===== config.mk =====
export PLATFORM = sky130hd
export DESIGN_NAME = coverage_blend_modes_unit_flat
export DESIGN_NICKNAME = d
export VERILOG_FILES = /design/src/cbm_pkg.sv /design/src/cbm_channels.sv /design/src/cbm_div_pipe.sv /design/src/coverage_blend_modes_unit.sv /design/src/flat_wrapper.sv
export SDC_FILE = /design/constraint.sdc
export NUM_CORES = 2
export LEC_CHECK = 0
export BUFFER_PORTS_ARGS = -buffer_cell sky130_fd_sc_hd__buf_2
export CAP_MARGIN = 5
export CORE_MARGIN = 4
export CORE_UTILIZATION = 60
export CTS_CLUSTER_SIZE = 20
export DETAILED_ROUTE_END_ITERATION = 6
export PLACE_DENSITY_LB_ADDON = 0.2
export SLEW_MARGIN = 20
export SYNTH_ARGS = -nofsm -noshare
export SYNTH_HDL_FRONTEND = slang
export SYNTH_SLANG_ARGS = --single-unit

===== constraint.sdc =====
create_clock -name clk -period 12.9 [get_ports clk]
set_clock_uncertainty 0.1 [all_clocks]
set_input_delay 1.29 -clock clk [delete_from_list [all_inputs] [get_ports clk]]
set_output_delay 1.29 -clock clk [all_outputs]
set_load 0.05 [all_outputs]

===== src/cbm_pkg.sv =====
// Shared widths, defaults and blend mode codes for the coverage blend unit.
// No dependencies; every other file imports this package.
`default_nettype none

package cbm_pkg;

    localparam int FRAC_BITS_DEF = 16;
    localparam int IN_W          = 18;
    localparam int OUT_W         = 17;
    localparam int MODE_W        = 4;

    localparam logic [MODE_W-1:0] MODE_MULTIPLY  = 4'd0;
    localparam logic [MODE_W-1:0] MODE_OVERLAY   = 4'd1;
    localparam logic [MODE_W-1:0] MODE_BURN      = 4'd2;
    localparam logic [MODE_W-1:0] MODE_HARDMIX   = 4'd3;
    localparam logic [MODE_W-1:0] MODE_LINBURN   = 4'd4;
    localparam logic [MODE_W-1:0] MODE_DODGE     = 4'd5;
    localparam logic [MODE_W-1:0] MODE_DARKEN    = 4'd6;
    localparam logic [MODE_W-1:0] MODE_SUBTRACT  = 4'd7;
    localparam logic [MODE_W-1:0] MODE_HEIGHT    = 4'd8;
    localparam logic [MODE_W-1:0] MODE_LINHEIGHT = 4'd9;

endpackage

`default_nettype wire


===== src/cbm_channels.sv =====
// Valid/ready channel interfaces for the coverage blend unit.
// Depends on cbm_pkg for the payload widths.
`default_nettype none

interface cbm_in_if;
    import cbm_pkg::*;

    logic                   valid;
    logic                   ready;
    logic signed [IN_W-1:0] base_coverage;
    logic signed [IN_W-1:0] second_coverage;

    modport source (output valid, output base_coverage, output second_coverage, input ready);
    modport sink   (input valid, input base_coverage, input second_coverage, output ready);
endinterface

interface cbm_out_if;
    import cbm_pkg::*;

    logic             valid;
    logic             ready;
    logic [OUT_W-1:0] blended_coverage;

    modport source (output valid, output blended_coverage, input ready);
    modport sink   (input valid, input blended_coverage, output ready);
endinterface

`default_nettype wire


===== src/cbm_div_pipe.sv =====
// Pipelined restoring divider: one quotient bit per stage, FRAC_BITS+1 stages,
// elastic valid/ready flow with a pass-through tag. Depends on cbm_pkg.
`default_nettype none

module cbm_div_pipe #(
    parameter int FRAC_BITS = cbm_pkg::FRAC_BITS_DEF,
    parameter int TAG_W     = 1
) (
    input  wire logic                 clk,
    input  wire logic                 rst_n,
    input  wire logic                 in_valid,
    output logic                      in_ready,
    input  wire logic [FRAC_BITS:0]   in_rem,
    input  wire logic [FRAC_BITS:0]   in_div,
    input  wire logic [TAG_W-1:0]     in_tag,
    output logic                      out_valid,
    input  wire logic                 out_ready,
    output logic [FRAC_BITS:0]        out_quo,
    output logic [TAG_W-1:0]          out_tag
);
    import cbm_pkg::*;

    localparam int W     = FRAC_BITS + 1;
    localparam int STEPS = W;

    logic [STEPS-1:0] valid_reg;
    logic [W-1:0]     rem_reg  [STEPS];
    logic [W-1:0]     div_reg  [STEPS];
    logic [W-1:0]     quo_reg  [STEPS];
    logic [TAG_W-1:0] tag_reg  [STEPS];

    logic [W-1:0]     rem_next [STEPS];
    logic [W-1:0]     quo_next [STEPS];
    logic [STEPS:0]   adv;

    assign adv[STEPS] = out_ready;
    assign in_ready   = adv[0];
    assign out_valid  = valid_reg[STEPS-1];
    assign out_quo    = quo_reg[STEPS-1];
    assign out_tag    = tag_reg[STEPS-1];

    for (genvar j = 0; j < STEPS; j++) begin : g_step
        logic [W:0]       shifted;
        logic [W:0]       div_ext;
        logic             ge;
        logic             src_valid;
        logic [W-1:0]     src_div;
        logic [W-1:0]     src_quo;
        logic [TAG_W-1:0] src_tag;

        // first stage takes the remainder as is, later ones double it
        if (j == 0) begin : g_first
            assign shifted   = {1'b0, in_rem};
            assign src_valid = in_valid;
            assign src_div   = in_div;
            assign src_quo   = '0;
            assign src_tag   = in_tag;
        end
        else begin : g_rest
            assign shifted   = {rem_reg[j-1], 1'b0};
            assign src_valid = valid_reg[j-1];
            assign src_div   = div_reg[j-1];
            assign src_quo   = quo_reg[j-1];
            assign src_tag   = tag_reg[j-1];
        end

        assign div_ext = {1'b0, src_div};
        assign ge      = (shifted >= div_ext);

        always_comb
        begin
            logic [W:0] diff;
            diff        = shifted - div_ext;
            rem_next[j] = ge ? diff[W-1:0] : shifted[W-1:0];
            quo_next[j] = {src_quo[W-2:0], ge};
        end

        assign adv[j] = !valid_reg[j] || adv[j+1];

        always_ff @(posedge clk or negedge rst_n)
        begin
            if (!rst_n)
            begin
                valid_reg[j] <= 1'b0;
            end
            else if (adv[j])
            begin
                valid_reg[j] <= src_valid;
            end
        end

        always_ff @(posedge clk)
        begin
            if (adv[j])
            begin
                rem_reg[j] <= rem_next[j];
                div_reg[j] <= src_div;
                quo_reg[j] <= quo_next[j];
                tag_reg[j] <= src_tag;
            end
        end
    end

endmodule

`default_nettype wire


===== src/coverage_blend_modes_unit.sv =====
// Path: clamp, multiply, fixed-result stages, the divider, then the output register.
// Throughput: one beat per cycle; every stage is elastic, so a stalled output
//   only holds the stages behind it that are full.
// Every beat passes through the divider, which burn and dodge use, one quotient bit a stage.
// Reset clears all valid bits and sets the blend mode to multiply.
`default_nettype none

module coverage_blend_modes_unit #(
    parameter int FRAC_BITS = cbm_pkg::FRAC_BITS_DEF
) (
    input  wire logic                        clk,
    input  wire logic                        rst_n,
    input  wire logic                        cfg_we,
    input  wire logic [cbm_pkg::MODE_W-1:0]  cfg_data,
    cbm_in_if.sink                           cov_in,
    cbm_out_if.source                        cov_out
);
    import cbm_pkg::*;

    localparam int W  = FRAC_BITS + 1;
    localparam int CW = (W > OUT_W) ? W : OUT_W;
    localparam int PW = 2 * W;
    localparam logic [W-1:0] ONE  = {1'b1, {FRAC_BITS{1'b0}}};
    localparam logic [W-1:0] HALF = ONE >> 1;

    typedef struct packed {
        logic [W-1:0] fixed_res;
        logic         use_div;
        logic         burn;
        logic         sat;
    } div_tag_t;

    localparam int TAG_W = $bits(div_tag_t);

    function automatic logic [W-1:0] clamp_cov(input logic [IN_W-1:0] raw);
        logic [CW-1:0] mag;
        logic [CW-1:0] one_ext;
        mag     = CW'(raw[IN_W-2:0]);
        one_ext = CW'(ONE);
        if (raw[IN_W-1])
            return '0;
        else if (mag > one_ext)
            return ONE;
        else
            return mag[W-1:0];
    endfunction

    logic [MODE_W-1:0] blend_mode_reg;

    always_ff @(posedge clk or negedge rst_n)
    begin
        if (!rst_n)
        begin
            blend_mode_reg <= MODE_MULTIPLY;
        end
        else if (cfg_we)
        begin
            blend_mode_reg <= cfg_data;
        end
    end

    // ---------------- stage 0: clamp ----------------
    logic              s0_valid_reg;
    logic [W-1:0]      s0_a_reg;
    logic [W-1:0]      s0_b_reg;
    logic [MODE_W-1:0] s0_mode_reg;
    logic              s0_adv;

    // ---------------- stage 1: multiply, divide operands ----------------
    logic              s1_valid_reg;
    logic [W-1:0]      s1_a_reg;
    logic [W-1:0]      s1_b_reg;
    logic [MODE_W-1:0] s1_mode_reg;
    logic              s1_ov_hi_reg;
    logic [PW-1:0]     s1_prod_reg;
    logic [W-1:0]      s1_x_reg;
    logic [W-1:0]      s1_d_reg;
    logic              s1_adv;
    logic              s1_ov_hi_next;
    logic [W-1:0]      mul_x;
    logic [W-1:0]      mul_y;
    logic [PW-1:0]     s1_prod_next;
    logic [W-1:0]      s1_x_next;
    logic [W-1:0]      s1_d_next;

    // ---------------- stage 2: fixed results, pole and range checks ----------------
    logic              s2_valid_reg;
    div_tag_t          s2_tag_reg;
    logic [W-1:0]      s2_x_reg;
    logic [W-1:0]      s2_d_reg;
    logic              s2_adv;
    div_tag_t          s2_tag_next;

    // ---------------- divider and output ----------------
    logic              div_ready;
    logic              div_valid;
    logic [W-1:0]      div_quo;
    logic [TAG_W-1:0]  div_tag_bits;
    div_tag_t          div_tag;
    logic              out_valid_reg;
    logic [OUT_W-1:0]  out_data_reg;
    logic [OUT_W-1:0]  out_data_next;
    logic              out_adv;

    assign out_adv = !out_valid_reg || cov_out.ready;
    assign s2_adv  = !s2_valid_reg || div_ready;
    assign s1_adv  = !s1_valid_reg || s2_adv;
    assign s0_adv  = !s0_valid_reg || s1_adv;

    assign cov_in.ready             = s0_adv;
    assign cov_out.valid            = out_valid_reg;
    assign cov_out.blended_coverage = out_data_reg;

    always_ff @(posedge clk or negedge rst_n)
    begin
        if (!rst_n)
        begin
            s0_valid_reg  <= 1'b0;
            s1_valid_reg  <= 1'b0;
            s2_valid_reg  <= 1'b0;
            out_valid_reg <= 1'b0;
        end
        else
        begin
            if (s0_adv)
                s0_valid_reg <= cov_in.valid;
            if (s1_adv)
                s1_valid_reg <= s0_valid_reg;
            if (s2_adv)
                s2_valid_reg <= s1_valid_reg;
            if (out_adv)
                out_valid_reg <= div_valid;
        end
    end

    // overlay upper half multiplies the complements
    always_comb
    begin
        s1_ov_hi_next = (s0_mode_reg == MODE_OVERLAY) && (s0_a_reg >= HALF);
        mul_x         = s1_ov_hi_next ? ONE - s0_a_reg : s0_a_reg;
        mul_y         = s1_ov_hi_next ? ONE - s0_b_reg : s0_b_reg;
        s1_prod_next  = PW'(mul_x) * PW'(mul_y);
        if (s0_mode_reg == MODE_DODGE)
        begin
            s1_x_next = s0_a_reg;
            s1_d_next = ONE - s0_b_reg;
        end
        else
        begin
            s1_x_next = ONE - s0_a_reg;
            s1_d_next = s0_b_reg;
        end
    end

    always_comb
    begin
        logic [PW-1:0] half_q;
        logic [PW-1:0] full_q;
        logic [W:0]    sum;
        logic [W:0]    sum_sub;
        full_q  = s1_prod_reg >> FRAC_BITS;
        half_q  = s1_prod_reg >> (FRAC_BITS - 1);
        sum     = {1'b0, s1_a_reg} + {1'b0, s1_b_reg};
        sum_sub = sum - {1'b0, ONE};

        s2_tag_next.use_div = 1'b0;
        s2_tag_next.burn    = (s1_mode_reg == MODE_BURN);
        // quotient would not fit in FRAC_BITS+1 bits
        s2_tag_next.sat     = ({1'b0, s1_x_reg} >= {s1_d_reg, 1'b0});

        case (s1_mode_reg)
            MODE_MULTIPLY:
                s2_tag_next.fixed_res = full_q[W-1:0];
            MODE_OVERLAY:
                if (!s1_ov_hi_reg)
                    s2_tag_next.fixed_res = half_q[W-1:0];
                else if (half_q >= PW'(ONE))
                    s2_tag_next.fixed_res = '0;
                else
                    s2_tag_next.fixed_res = ONE - half_q[W-1:0];
            MODE_BURN:
            begin
                if (s1_a_reg >= ONE)
                    s2_tag_next.fixed_res = ONE;
                else
                begin
                    s2_tag_next.fixed_res = '0;
                    s2_tag_next.use_div   = (s1_b_reg != '0);
                end
            end
            MODE_HARDMIX:
                s2_tag_next.fixed_res = (sum >= {1'b0, ONE}) ? ONE : '0;
            MODE_LINBURN:
                s2_tag_next.fixed_res = (sum > {1'b0, ONE}) ? sum_sub[W-1:0] : '0;
            MODE_DODGE:
            begin
                if (s1_b_reg >= ONE)
                    s2_tag_next.fixed_res = ONE;
                else
                begin
                    s2_tag_next.fixed_res = '0;
                    s2_tag_next.use_div   = 1'b1;
                end
            end
            MODE_DARKEN:
                s2_tag_next.fixed_res = (s1_a_reg < s1_b_reg) ? s1_a_reg : s1_b_reg;
            MODE_SUBTRACT, MODE_HEIGHT:
                s2_tag_next.fixed_res = (s1_a_reg > s1_b_reg) ? s1_a_reg - s1_b_reg : '0;
            default:
                s2_tag_next.fixed_res = s1_a_reg;
        endcase

        // zero primary gives zero in every mode
        if (s1_a_reg == '0)
        begin
            s2_tag_next.fixed_res = '0;
            s2_tag_next.use_div   = 1'b0;
        end
    end

    always_ff @(posedge clk)
    begin
        if (s0_adv)
        begin
            s0_a_reg    <= clamp_cov(cov_in.base_coverage);
            s0_b_reg    <= clamp_cov(cov_in.second_coverage);
            s0_mode_reg <= blend_mode_reg;
        end
        if (s1_adv)
        begin
            s1_a_reg     <= s0_a_reg;
            s1_b_reg     <= s0_b_reg;
            s1_mode_reg  <= s0_mode_reg;
            s1_ov_hi_reg <= s1_ov_hi_next;
            s1_prod_reg  <= s1_prod_next;
            s1_x_reg     <= s1_x_next;
            s1_d_reg     <= s1_d_next;
        end
        if (s2_adv)
        begin
            s2_tag_reg <= s2_tag_next;
            s2_x_reg   <= s1_x_reg;
            s2_d_reg   <= s1_d_reg;
        end
        if (out_adv)
        begin
            out_data_reg <= out_data_next;
        end
    end

    cbm_div_pipe #(
        .FRAC_BITS (FRAC_BITS),
        .TAG_W     (TAG_W)
    ) u_div (
        .clk       (clk),
        .rst_n     (rst_n),
        .in_valid  (s2_valid_reg),
        .in_ready  (div_ready),
        .in_rem    (s2_x_reg),
        .in_div    (s2_d_reg),
        .in_tag    (s2_tag_reg),
        .out_valid (div_valid),
        .out_ready (out_adv),
        .out_quo   (div_quo),
        .out_tag   (div_tag_bits)
    );

    assign div_tag = div_tag_t'(div_tag_bits);

    always_comb
    begin
        logic [W-1:0]  q_clip;
        logic [W-1:0]  res;
        logic [CW-1:0] res_ext;
        q_clip = (div_tag.sat || div_quo > ONE) ? ONE : div_quo;
        if (div_tag.use_div)
            res = div_tag.burn ? ONE - q_clip : q_clip;
        else
            res = div_tag.fixed_res;
        // wider formats wrap ONE in the output field
        res_ext       = CW'(res);
        out_data_next = res_ext[OUT_W-1:0];
    end

endmodule

`default_nettype wire


===== src/flat_wrapper.sv =====
// flat-port wrapper written by rule: the top's interface ports become plain ports
module coverage_blend_modes_unit_flat import cbm_pkg::*;
#(
    parameter int FRAC_BITS = cbm_pkg::FRAC_BITS_DEF
)
  (clk, rst_n, cfg_we, cfg_data, cov_in_valid, cov_in_base_coverage, cov_in_second_coverage, cov_in_ready, cov_out_valid, cov_out_blended_coverage, cov_out_ready);
  cbm_in_if cov_in_i ();
  cbm_out_if cov_out_i ();
  input  wire logic clk;
  input  wire logic rst_n;
  input  wire logic cfg_we;
  input  wire logic [cbm_pkg::MODE_W-1:0] cfg_data;
  input wire logic [$bits(cov_in_i.valid)-1:0] cov_in_valid;
  input wire logic [$bits(cov_in_i.base_coverage)-1:0] cov_in_base_coverage;
  input wire logic [$bits(cov_in_i.second_coverage)-1:0] cov_in_second_coverage;
  output wire logic [$bits(cov_in_i.ready)-1:0] cov_in_ready;
  output wire logic [$bits(cov_out_i.valid)-1:0] cov_out_valid;
  output wire logic [$bits(cov_out_i.blended_coverage)-1:0] cov_out_blended_coverage;
  input wire logic [$bits(cov_out_i.ready)-1:0] cov_out_ready;
  assign cov_in_i.valid = cov_in_valid;
  assign cov_in_i.base_coverage = cov_in_base_coverage;
  assign cov_in_i.second_coverage = cov_in_second_coverage;
  assign cov_in_ready = cov_in_i.ready;
  assign cov_out_valid = cov_out_i.valid;
  assign cov_out_blended_coverage = cov_out_i.blended_coverage;
  assign cov_out_i.ready = cov_out_ready;
  coverage_blend_modes_unit #(.FRAC_BITS(FRAC_BITS)) u_core (.clk(clk), .rst_n(rst_n), .cfg_we(cfg_we), .cfg_data(cfg_data), .cov_in(cov_in_i), .cov_out(cov_out_i));
endmodule

==> impl_metrics.csv <==
group,metric,value,unit
yosys,synth_commonest_cells,"edfxtp_1, inv_1, nand2_1",
power,powerDensity,222.9,mW/mm²
final_layout,multi_input_area,0.02832,mm²
floorplan,core_area,0.1145,mm²
floorplan,dieArea,0.1211,mm²
clock_tree,root_buffer,"clkbuf_16",
power,power.internal,11.05,mW
clock_tree,h-tree-depth,4,
routing,dr_total_vias,44100,
final_layout,final_cells,7592,
yosys,synth.most_common_cell,"edfxtp_1",
final_layout,nNetsFinal,6701,
grt,grt_antenna_before_repair,1,
clock_tree,cts_setup_buffers,0,
grt,track_usage,26.00,%
grt,overflow,0,
timing,drv_slew,0,
timing,fin_ws,3016,ps
routing,ant_nets,0,
yosys,ys.flop_type,"edfxtp_1",
clock_tree,cts_resized,0,
yosys,ys_seq_elements,1261,
yosys,synth_edf_count,1236,
timing,setup_tns,0,ps
flow_run,cap_violations,0,
routing,drcViolationCount,0,
final_layout,final_core_util,66.48,%
critical_path,r2r_slack,3020,ps
final_layout,largest_reg_flops,340,
routing,drt_pass1_iterations,5,
yosys,synth.cell_area,0.06933,mm²
placement,numPortBuffers,63,
critical_path,worst_ep_required_time,13300,ps
placement,hpwl,116100,µm
yosys,yosysWarnings,0,
final_layout,drive_gt1_share,8.358,%
final_layout,syn_to_final_growth,9.800,%
clock_tree,clkSlewWorstSetupHoldPaths,60,ps
clock_tree,tritoncts,"done",
critical_path,cp-end-kind,"flip-flop",
clock_tree,postCtsHoldBufs,0,
power,power_frac_seq,40.6,%
yosys,yosys.area.top_type,"edfxtp_1",
timing,hold_ws,272.7,ps
power,clkPwrFrac,22.6,%
timing,relSlewSlack,21.01,%
final_layout,finalInstanceArea,0.07612,mm²
hold_path,hold_path_class,"reg -> reg",
timing,worst_slew_pin_slew,1185,ps
timing,finalCritPeriodShare,76.62,%
yosys,yosysTopAreaCellShare,53.54,%
power,p_sw_share,34.87,%
yosys,yosys-top-cells-area,"edfxtp_1, ha_1, fa_1, inv_1, nand2_1",
floorplan,die_width,347.9,µm
critical_path,cp-start-kind,"flip-flop",
clock_tree,clock_sinks,1261,
grt,grt_max_degree,88,
floorplan,core.rowCount,124,
final_layout,regArea,0.03774,mm²
timing,final-hold-violation-count,0,
clock_tree,clock_path_buffers,3,
floorplan,initial_core_util,60.55,%
grt,grt_pass1_wl,244700,µm
power,p_leak,31.41,nW
status,outcome,"complete, no violations",
timing,max_clock_freq,101.2,MHz
yosys,synth-seq-area-share,54.44,%
grt,first_global_vias,43740,
placement,dp.cells,7345,
routing,routed_wl,155500,µm
placement,dp_worst_setup_slack,3126,ps
critical_path,cp_max_fo,22,
floorplan,io_pins,64,
floorplan,die_h,347.9,µm
clock_tree,insertion_delay,750,ps
routing,via_per_inst,5.809,
placement,gp_congestion,0.9441,
yosys,syn_nets,6580,
critical_path,worst-endpoint-arrival,10280,ps
power,ir_drop,0.0001354,V
timing,rsz0062_at_grt,"false",
power,p_comb_share,36.8,%
power,power.switching,5.917,mW
yosys,ys_types,80,
timing,finalSetupViolations,0,
critical_path,critPathKind,"reg -> reg",
yosys,netlist_instances,5847,
placement,placed_area,0.07160,mm²
timing,period_minus_slack,9884,ps
power,finalPower,16.97,mW
routing,post_drt_wl_per_cell,20.49,µm
final_layout,fillerInstances,8468,
clock_tree,cts_buffers,133,
routing,drtIter0Drc,3853,
yosys,ys_async_sr_fraction,1.983,%
yosys,syn_area_per_cell,11.86,µm²
[power by group through the flow]
stage / Sequential, mW / Clock (mW) / Combinational (mW)
6_report: 6.89 / 3.84 / 6.24
5_1_grt: 7.00 / 4.12 / 6.98
4_1_cts: 6.90 / 3.93 / 6.19
3_5_place_dp: 6.95 / 0 / 6.12
3_3_place_gp: 6.91 / 0 / 6.00
2_1_floorplan: 6.69 / 0 / 4.74
[critical path, stage by stage (launching register included)]
cell,delay (ps)
edfxtp_1,410
or3b_2,500
or3_1,700
inv_1,720
nand2_1,210
xor2_1,830
nor2_1,160
fa_1,520
inv_1,60
fa_1,560
fa_1,430
fa_1,490
inv_1,50
fa_1,530
inv_1,60
fa_1,530
inv_1,50
ha_1,280
a211oi_1,100
a221o_1,390
a32oi_1,420
nor4b_1,270
a21oi_1,290
o211ai_1,350
nand2_1,140
a21oi_1,230
a21oi_1,120
xnor2_1,130
[cells in the final DEF (no fill, tap or decap), drive strengths merged, types with 15 or more instances in the layout]
master	count
a2111oi	24
a211o	22
a211oi	45
a21boi	36
a21o	92
a21oi	246
a221oi	18
a31oi	18
and2	59
and3	21
buf	127
clkbuf	165
clkinv	62
dfrtp	25
edfxtp	1236
fa	240
ha	448
inv	760
mux2	93
mux2i	27
nand2	581
nand2b	61
nand3	77
nand4	57
nor2	395
nor2b	64
nor3	89
nor4	42
o211ai	21
o21a	43
o21ai	299
o21bai	15
o31ai	61
o41ai	20
or2	28
or3	35
xnor2	152
xor2	139
[layer usage]
metal,vias to the layer above,part of all wire [%],track usage [%]
li1,20880,-,-
met4,2,3.1,7.673
met5,-,0.010,0
met3,303,6.4,4.400
met1,21560,43,35.76
met2,1362,48,43.07
[layout make-up]
cell class	count	area share, %
clock buffers	165	4.596
flip-flops and latches	1261	49.58
inverters	759	3.744
multi-input cells	3686	37.21
diodes	2	0.006575
well taps	1512	2.485
clock inverters	80	1.330
repair buffers	127	1.050
[logic make-up (layout without fill, tap and decap cells)]
kind of cell               after synthesis  count (layout)  synth area share (%)
and+or+nand+nor                       1545            1545                 10.32
DFF                                   1261            1261                 54.44
AOI/OAI and AO/OA                     1042            1042                 9.708
buffers and inverters                  900            1131                 4.898
adders and majority gates              688             688                 15.02
xor gates and xnor gates               291             291                 3.725
muxes                                  120             120                 1.900
other                                    0               2                     0
[worst paths after layout]
path / startpoint / to / cells after the start
setup / recovery: u_core.s0_mode_reg[1]$_DFFE_PP_ / u_core.s1_prod_reg[33]$_DFFE_PP_ / 27
hold / removal: u_core.s2_tag_reg[19]$_SDFFCE_PN0P_ / u_core.u_div.tag_reg[0][19]$_DFFE_PP_ / 0
setup reg to reg: u_core.s0_mode_reg[1]$_DFFE_PP_ / u_core.s1_prod_reg[33]$_DFFE_PP_ / 27
hold reg to reg: u_core.s2_tag_reg[19]$_SDFFCE_PN0P_ / u_core.u_div.tag_reg[0][19]$_DFFE_PP_ / 0
max in group asynchronous: rst_n / u_core.blend_mode_reg[2]$_DFFE_PN0P_ / 1
min in group asynchronous: rst_n / u_core.u_div.g_step[11].src_valid$_DFFE_PN0P_ / 1
Power figures use the tool's default switching activity.
